<file path="src/rtl/utf_pkg.sv">
package utf_pkg;

  localparam int DATA_W      = 8;
  localparam int TIME_W      = 20;
  localparam int PERIOD_W    = 16;
  localparam int BITPOS_W    = 4;
  localparam int COUNT_OUT_W = 7;
  localparam int CFG_IDX_W   = 1;
  localparam int FIFO_DEPTH_DEF = 64;

  localparam logic [CFG_IDX_W-1:0] CFG_BIT_PERIOD = 1'd0;
  localparam logic [CFG_IDX_W-1:0] CFG_GUARD_TIME = 1'd1;

  localparam logic [PERIOD_W-1:0] BIT_PERIOD_RST = 16'd104;
  localparam logic [PERIOD_W-1:0] GUARD_TIME_RST = 16'd50;

  localparam logic MODE_WRITE = 1'b0;
  localparam logic MODE_TICK  = 1'b1;

  localparam logic [BITPOS_W-1:0] POS_LAST_DATA = 4'd8;
  localparam logic [BITPOS_W-1:0] POS_STOP      = 4'd9;

  typedef struct packed {
    logic              full;
    logic              empty;
    logic [DATA_W-1:0] head;
  } utf_fifo_stat_t;

  typedef struct packed {
    logic pop;
    logic line;
    logic busy;
  } utf_ser_out_t;

endpackage

</file>
<file path="src/rtl/utf_ram.sv">
module utf_ram #(
  parameter int WIDTH = 8,
  parameter int DEPTH = 64
) (
  input  logic                     clk,
  input  logic                     we,
  input  logic [$clog2(DEPTH)-1:0] waddr,
  input  logic [WIDTH-1:0]         wdata,
  input  logic [$clog2(DEPTH)-1:0] raddr,
  output logic [WIDTH-1:0]         rdata
);

  logic [WIDTH-1:0] mem [DEPTH];

  always_ff @(posedge clk) begin
    if (we) begin
      mem[waddr] <= wdata;
    end
    rdata <= mem[raddr];
  end

endmodule

</file>
<file path="src/rtl/utf_fifo.sv">
module utf_fifo import utf_pkg::*; #(
  parameter int FIFO_DEPTH = FIFO_DEPTH_DEF
) (
  input  logic                             clk,
  input  logic                             rst_n,
  input  logic                             push,
  input  logic [DATA_W-1:0]                push_data,
  input  logic                             pop,
  output utf_fifo_stat_t                   stat,
  output logic [$clog2(FIFO_DEPTH+1)-1:0]  count_nxt
);

  localparam int AW = $clog2(FIFO_DEPTH);
  localparam int CW = $clog2(FIFO_DEPTH + 1);
  localparam logic [AW-1:0] PTR_LAST = AW'(FIFO_DEPTH - 1);
  localparam logic [CW-1:0] DEPTH_C  = CW'(FIFO_DEPTH);

  logic [AW-1:0]     rd_ptr_r, rd_ptr_nxt;
  logic [AW-1:0]     wr_ptr_r, wr_ptr_nxt;
  logic              lww_r, lww_nxt;
  logic              fwd_v_r, fwd_v_nxt;
  logic [DATA_W-1:0] fwd_d_r;
  logic [DATA_W-1:0] rdata;
  logic [CW-1:0]     count_cur;
  logic              wr_en;

  function automatic logic [CW-1:0] occupancy(input logic [AW-1:0] wp,
                                              input logic [AW-1:0] rp,
                                              input logic          lw);
    logic [CW-1:0] used;
    if (wp >= rp) begin
      used = CW'(wp - rp);
    end else begin
      used = DEPTH_C - CW'(rp - wp);
    end
    if (used == '0 && lw) begin
      used = DEPTH_C;
    end
    return used;
  endfunction

  assign count_cur  = occupancy(wr_ptr_r, rd_ptr_r, lww_r);
  assign stat.full  = (count_cur == DEPTH_C);
  assign stat.empty = (count_cur == '0);
  assign stat.head  = fwd_v_r ? fwd_d_r : rdata;
  assign wr_en      = push && !stat.full;

  always_comb begin
    rd_ptr_nxt = rd_ptr_r;
    wr_ptr_nxt = wr_ptr_r;
    lww_nxt    = lww_r;
    if (wr_en) begin
      wr_ptr_nxt = (wr_ptr_r == PTR_LAST) ? '0 : wr_ptr_r + 1'b1;
      lww_nxt    = 1'b1;
    end
    if (pop) begin
      rd_ptr_nxt = (rd_ptr_r == PTR_LAST) ? '0 : rd_ptr_r + 1'b1;
      lww_nxt    = 1'b0;
    end
    if (!rst_n) begin
      rd_ptr_nxt = '0;
    end
  end

  assign count_nxt = occupancy(wr_ptr_nxt, rd_ptr_nxt, lww_nxt);

  // write to the entry being fetched this cycle: RAM returns old data
  assign fwd_v_nxt = wr_en && (wr_ptr_r == rd_ptr_nxt);

  always_ff @(posedge clk) begin
    if (!rst_n) begin
      rd_ptr_r <= '0;
      wr_ptr_r <= '0;
      lww_r    <= 1'b0;
      fwd_v_r  <= 1'b0;
    end else begin
      rd_ptr_r <= rd_ptr_nxt;
      wr_ptr_r <= wr_ptr_nxt;
      lww_r    <= lww_nxt;
      fwd_v_r  <= fwd_v_nxt;
    end
  end

  always_ff @(posedge clk) begin
    fwd_d_r <= push_data;
  end

  utf_ram #(
    .WIDTH (DATA_W),
    .DEPTH (FIFO_DEPTH)
  ) u_ram (
    .clk   (clk),
    .we    (wr_en),
    .waddr (wr_ptr_r),
    .wdata (push_data),
    .raddr (rd_ptr_nxt),
    .rdata (rdata)
  );

endmodule

</file>
<file path="src/rtl/utf_ser.sv">
module utf_ser import utf_pkg::*; (
  input  logic                clk,
  input  logic                rst_n,
  input  logic                tick,
  input  logic [TIME_W-1:0]   time_left,
  input  logic [PERIOD_W-1:0] bit_period,
  input  logic [PERIOD_W-1:0] guard_time,
  input  utf_fifo_stat_t      fstat,
  output utf_ser_out_t        sout
);

  logic [DATA_W-1:0]   shift_r, shift_nxt;
  logic [BITPOS_W-1:0] pos_r, pos_nxt, pos_inc;
  logic [PERIOD_W-1:0] pcnt_r, pcnt_nxt;
  logic                active_r, active_nxt;
  logic                line_r, line_nxt;
  logic [PERIOD_W-1:0] eff;
  logic [PERIOD_W:0]   pcnt_inc;
  logic [TIME_W-1:0]   need;
  logic                start;

  assign eff      = (bit_period == '0) ? PERIOD_W'(1) : bit_period;
  assign need     = TIME_W'({eff, 3'b000}) + TIME_W'({eff, 1'b0}) + TIME_W'(guard_time);
  assign pcnt_inc = {1'b0, pcnt_r} + 1'b1;
  assign pos_inc  = pos_r + 1'b1;

  always_comb begin
    shift_nxt  = shift_r;
    pos_nxt    = pos_r;
    pcnt_nxt   = pcnt_r;
    active_nxt = active_r;
    line_nxt   = line_r;
    start      = 1'b0;
    if (tick) begin
      if (active_r) begin
        if (pcnt_inc < {1'b0, eff}) begin
          pcnt_nxt = pcnt_inc[PERIOD_W-1:0];
        end else begin
          pcnt_nxt = '0;
          pos_nxt  = pos_inc;
          if (pos_inc <= POS_LAST_DATA) begin
            line_nxt = shift_r[3'(pos_inc - 1'b1)];
          end else if (pos_inc == POS_STOP) begin
            line_nxt = 1'b1;
          end else begin
            active_nxt = 1'b0;
            pos_nxt    = '0;
            line_nxt   = 1'b1;
          end
        end
      end
      if (!active_nxt && !fstat.empty && time_left >= need) begin
        start      = 1'b1;
        shift_nxt  = fstat.head;
        active_nxt = 1'b1;
        pos_nxt    = '0;
        pcnt_nxt   = '0;
        line_nxt   = 1'b0;
      end
    end
  end

  assign sout.pop  = start;
  assign sout.line = line_nxt;
  assign sout.busy = active_nxt;

  always_ff @(posedge clk) begin
    if (!rst_n) begin
      shift_r  <= '0;
      pos_r    <= '0;
      pcnt_r   <= '0;
      active_r <= 1'b0;
      line_r   <= 1'b1;
    end else begin
      shift_r  <= shift_nxt;
      pos_r    <= pos_nxt;
      pcnt_r   <= pcnt_nxt;
      active_r <= active_nxt;
      line_r   <= line_nxt;
    end
  end

endmodule

</file>
<file path="src/rtl/uart_tx_fifo_windowed.sv">
// channel | direction | handshake          | payload
// in_     | input     | in_valid/in_stall  | in_mode, in_data_byte, in_time_left
// out_    | output    | out_valid/out_stall| out_serial_out, out_accepted,
//         |           |                    | out_queue_count, out_busy_res
// cfg_    | input     | cfg_valid/cfg_ready| cfg_index, cfg_data
//
// One item per cycle while in_stall is low; its result is captured in the output register when the item is taken.
// Rate is set by the FIFO RAM: one write and one head prefetch per cycle.
// Synchronous reset; no clearing pass, the FIFO RAM is left as is.
// in_stall is high only while a held result is stalled at the output.
module uart_tx_fifo_windowed import utf_pkg::*; #(
  parameter int FIFO_DEPTH = FIFO_DEPTH_DEF
) (
  input  logic                   clk,
  input  logic                   rst_n,
  input  logic                   in_valid,
  output logic                   in_stall,
  input  logic                   in_mode,
  input  logic [DATA_W-1:0]      in_data_byte,
  input  logic [TIME_W-1:0]      in_time_left,
  output logic                   out_valid,
  input  logic                   out_stall,
  output logic                   out_serial_out,
  output logic                   out_accepted,
  output logic [COUNT_OUT_W-1:0] out_queue_count,
  output logic                   out_busy_res,
  input  logic                   cfg_valid,
  output logic                   cfg_ready,
  input  logic [CFG_IDX_W-1:0]   cfg_index,
  input  logic [PERIOD_W-1:0]    cfg_data
);

  localparam int CW = $clog2(FIFO_DEPTH + 1);

  logic [PERIOD_W-1:0]    bit_period_r;
  logic [PERIOD_W-1:0]    guard_time_r;
  logic                   out_valid_r;
  logic                   serial_r, accepted_r, busy_r;
  logic [COUNT_OUT_W-1:0] qcount_r;
  logic                   take, push, tick;
  utf_fifo_stat_t         fstat;
  utf_ser_out_t           sout;
  logic [CW-1:0]          count_nxt;

  assign cfg_ready = 1'b1;
  assign in_stall  = out_valid_r && out_stall;
  assign take      = in_valid && !in_stall;
  assign push      = take && (in_mode == MODE_WRITE);
  assign tick      = take && (in_mode == MODE_TICK);

  always_ff @(posedge clk) begin
    if (!rst_n) begin
      bit_period_r <= BIT_PERIOD_RST;
      guard_time_r <= GUARD_TIME_RST;
    end else if (cfg_valid && cfg_ready) begin
      unique case (cfg_index)
        CFG_BIT_PERIOD: bit_period_r <= cfg_data;
        CFG_GUARD_TIME: guard_time_r <= cfg_data;
        default: ;
      endcase
    end
  end

  utf_fifo #(
    .FIFO_DEPTH (FIFO_DEPTH)
  ) u_fifo (
    .clk       (clk),
    .rst_n     (rst_n),
    .push      (push),
    .push_data (in_data_byte),
    .pop       (sout.pop),
    .stat      (fstat),
    .count_nxt (count_nxt)
  );

  utf_ser u_ser (
    .clk        (clk),
    .rst_n      (rst_n),
    .tick       (tick),
    .time_left  (in_time_left),
    .bit_period (bit_period_r),
    .guard_time (guard_time_r),
    .fstat      (fstat),
    .sout       (sout)
  );

  always_ff @(posedge clk) begin
    if (!rst_n) begin
      out_valid_r <= 1'b0;
    end else if (take) begin
      out_valid_r <= 1'b1;
    end else if (!out_stall) begin
      out_valid_r <= 1'b0;
    end
  end

  always_ff @(posedge clk) begin
    if (take) begin
      serial_r   <= sout.line;
      accepted_r <= push && !fstat.full;
      qcount_r   <= COUNT_OUT_W'(count_nxt);
      busy_r     <= sout.busy;
    end
  end

  assign out_valid       = out_valid_r;
  assign out_serial_out  = serial_r;
  assign out_accepted    = accepted_r;
  assign out_queue_count = qcount_r;
  assign out_busy_res    = busy_r;

`ifndef SYNTHESIS
  a_idle_line_high: assert property (@(posedge clk) disable iff (!rst_n)
    out_valid |-> (out_busy_res || out_serial_out))
    else $error("line low with no frame in flight");

  a_accept_nonempty: assert property (@(posedge clk) disable iff (!rst_n)
    (out_valid && out_accepted) |-> ((FIFO_DEPTH > 127) || (out_queue_count != '0)))
    else $error("stored byte but queue reads empty");

  a_full_empty: assert property (@(posedge clk) disable iff (!rst_n)
    !(fstat.full && fstat.empty))
    else $error("FIFO full and empty together");

  a_pop_on_tick: assert property (@(posedge clk) disable iff (!rst_n)
    sout.pop |-> (tick && !fstat.empty))
    else $error("dequeue without a tick or from an empty FIFO");
`endif

endmodule

</file>
<file path="config.mk">
export PLATFORM = sky130hd
export DESIGN_NAME = uart_tx_fifo_windowed
export DESIGN_NICKNAME = d
export VERILOG_FILES = /design/src/rtl/utf_pkg.sv /design/src/rtl/utf_ram.sv /design/src/rtl/utf_fifo.sv /design/src/rtl/utf_ser.sv /design/src/rtl/uart_tx_fifo_windowed.sv
export SDC_FILE = /design/constraint.sdc
export NUM_CORES = 1
export LEC_CHECK = 0
export BUFFER_PORTS_ARGS = -buffer_cell sky130_fd_sc_hd__buf_4
export CAP_MARGIN = 20
export CORE_MARGIN = 10
export CORE_UTILIZATION = 51
export CTS_CLUSTER_SIZE = 28
export DETAILED_ROUTE_END_ITERATION = 8
export PLACE_DENSITY = 0.7
export SLEW_MARGIN = 15
export SYNTH_ARGS = -nofsm -noshare
export SYNTH_HDL_FRONTEND = slang
export SYNTH_HIERARCHICAL = 1
export SYNTH_SLANG_ARGS = --single-unit
</file>
<file path="constraint.sdc">
create_clock -name clk -period 6.3 [get_ports clk]
set_input_delay 0.63 -clock clk [delete_from_list [all_inputs] [get_ports clk]]
set_output_delay 0.63 -clock clk [all_outputs]
set_load 0.02 [all_outputs]
</file>
==> out/qor.csv <==
metric;value;unit
DRT iter0 DRCs;1475;
largest net degree at the start of global routing;73;
final setup margin;-0.336;ns
clock latency on the worst-skew pair;0.62;ns
clk root buf;clkbuf_16;
Routed WL;65000;µm
drt drc;0;
layout cells sized above 1;29.4;%
Synth Area in Simple Gates;7.60;%
CORE AREA;0.0527;mm²
most common cell after layout, fill and taps aside;edfxtp_1;
max_cap viols;0;
worst path bufs/invs;7;
Post-synth EDFFs;522;
Die W;251;µm
instance count of the mapped netlist;1730;
routability congestion estimate;0.856;
Hold Vio Cnt, Final;0;
Routed WL per cell;24.6;µm
# setup viols final;10;
kind of cell adding the most delay to the critical path;compound AO/OA/AOI/OAI gates;
CP Capture Type;register;
first-pass GRT wire length;99700;µm
Worst setup SP type;register;
failing checks;setup timing;
largest family of logic cells by synthesized area;multiplexers;
Max VDD drop;0.000231;V
slowest CP cell;mux4_2;
Initial Util;51.5;%
Tmin final;6.64;ns
Setup Total Neg Slack;-2.75;ns
Post-Synth Adder-Cell Area;4.39;%
Pwr per Cell Area;293;mW/mm²
worst endpoint data arrival time;7.14;ns
Detail Placement HPWL;41300;µm
CP max stage delay;0.54;ns
Leak;10.9;nW
Pins Over Slew Limit;0;
post-synthesis async set-or-reset flop share;0;%
DRT Pass-1 Iters;5;
pre-CTS setup slack;-0.511;ns
ys flop type;edfxtp_1;
Synth Net Count;1867;
vias per cell;6.03;
Layout Utilization;61.0;%
most frequent cells in the layout;edfxtp_1, buf_4, mux4_2;
Die Y;251;µm
Ports;64;
antenna diode count;0;
worst slew pin tran;1.10;ns
GRT Residual Overflow;0;
CTS sink cnt;615;
Rows;84;
mux cell area share after synthesis;13.6;%
Rel. slew slack;26.1;%
Layout fillers;3757;
Worst Skew;0.0293;ns
Final ANT Viol Nets;0;
number of global-route vias before repair;16400;
clk slew on worst S/H paths;0.06;ns
DIE AREA;0.0628;mm²
Vias;16000;
Achievable Freq;151;MHz
initial antenna violation count;1;
unrepaired setup endpoints after global routing;true;
maximum clock insertion buffer count;3;
synth unique cells;83;
clock tree from TritonCTS;built;
Yosys warning total;6;
Tightest Hold Check Type;in -> reg;
Num CTS Buffers;60;
status;complete, but fails checks;
sequential area share after synthesis;64.7;%
XOR/XNOR Fraction of Synth Area;1.58;%
final net count;2044;
Final Cycle Share;105;%
All-Layer GR Usage;20.4;%
Crit Path Max Fanout;8;
kind of critical path;reg -> reg;
htree depth;2;
#FFs+latches synth;615;
Syn Area/Cell;15.7;µm²
Layout area overhead;18.4;%
Compound-Gate Fraction of Synth Area;5.11;%
I/O Buffers;62;
Post-Syn Area;0.0271;mm²
Worst EP required;6.80;ns
## cell type report
cell class                 instances  area (µm²)  share of cell area (%)
clock buffer                      64        1560                    4.85
clock inverter                    49         678                    2.11
tap                              688         861                    2.68
multi-input combinational        955        9330                    29.0
inverter                          57         219                   0.682
timing repair buffer             218        1930                    6.02
sequential                       615       17500                    54.6
## per-stage QoR
stage / total power, mW / hold slack, ns / cell area, µm² / cells
2_1_floorplan: 5.10 / 0.432 / 27200 / 1730
3_3_place_gp: 5.37 / 0.441 / 29000 / 2500
3_5_place_dp: 5.40 / 0.450 / 29000 / 2500
4_1_cts: 9.44 / 0.204 / 31800 / 2634
5_1_grt: 9.73 / 0.223 / 32100 / 2646
6_report: 9.42 / 0.223 / 32100 / 2646
## power breakdown
group | switching, mW | internal, mW
Clock | 1.55 | 2.45
Combinational | 0.482 | 0.451
Sequential | 0.0356 | 4.45
## worst paths after layout
| kind | from | slack (ns) | cells past startpoint | endpoint |
|---|---|---|---|---|
| worst min register to register | u_ser/shift_r[3] | 0.46 | 2 | u_ser/shift_r[3] |
| worst min-delay path | in_valid | 0.22 | 2 | out_valid |
| worst max-delay path | bit_period_r[2] | -0.34 | 32 | u_fifo/u_ram/rdata[7] |
| worst max register to register | bit_period_r[2] | -0.34 | 32 | u_fifo/u_ram/rdata[7] |
## sequential cells by signal, indices dropped and copies added, names as in the netlist
| signal | flops |
|---|---|
| guard_time_r | 16 |
| u_fifo/rd_ptr_r | 6 |
| out_queue_count | 7 |
| u_ser/line_r | 1 |
| u_fifo/fwd_d_r | 8 |
| out_serial_out | 1 |
| u_ser/pos_r | 4 |
| u_fifo/lww_r | 1 |
| out_busy_res | 1 |
| u_fifo/fwd_v_r | 1 |
| out_accepted | 1 |
| u_fifo/u_ram/rdata | 8 |
| u_fifo/wr_ptr_r | 6 |
| u_fifo/u_ram/mem | 512 |
| u_ser/pcnt_r | 16 |
| u_ser/active_r | 1 |
| bit_period_r | 16 |
| out_valid | 1 |
| u_ser/shift_r | 8 |
## synth_stat cells (all sizes together) (15+ instances only)
| cell type | number | share of area (%) |
|---|---|---|
| nor2b | 26 | 0.63 |
| xnor2 | 34 | 1.1 |
| edfxtp | 522 | 58 |
| o21ai | 28 | 0.53 |
| inv | 57 | 0.79 |
| xor2 | 15 | 0.48 |
| a21o | 16 | 0.44 |
| mux2i | 58 | 2.1 |
| buf | 55 | 1.5 |
| nand3 | 37 | 0.68 |
| nand2b | 23 | 0.56 |
| clkbuf | 48 | 0.67 |
| a21oi | 31 | 0.57 |
| ha | 72 | 3.3 |
| dfxtp | 93 | 6.9 |
| nor2 | 121 | 1.7 |
| mux4 | 128 | 11 |
| nand4 | 25 | 0.58 |
| nand2 | 108 | 1.5 |
| nor3 | 21 | 0.39 |
| mux2 | 21 | 0.87 |
## cell families after synthesis
| group | Yosys count |
|---|---|
| AOI/OAI and AO/OA | 191 |
| xor gates and xnor gates | 49 |
| adders and majority gates | 87 |
| buffers and inverters | 160 |
| DFF | 615 |
| muxes | 207 |
| other | 1 |
| and+or+nand+nor | 420 |
## routing by layer
layer	routed length (µm)	global-route usage (%)
met1	26300	27.4
met2	31800	33.2
met3	5150	3.78
met4	1750	6.33
met5	13	0
## repair_timing
action | CTS | global route
cloned | 4 | 1
hold buffers | 0 | 0
resized for setup | 52 | 57
setup endpoints to repair | 11 | 13
setup buffers | 17 | 17
pin swaps | 18 | 40
Note: power is estimated with default switching activity, not from simulation.
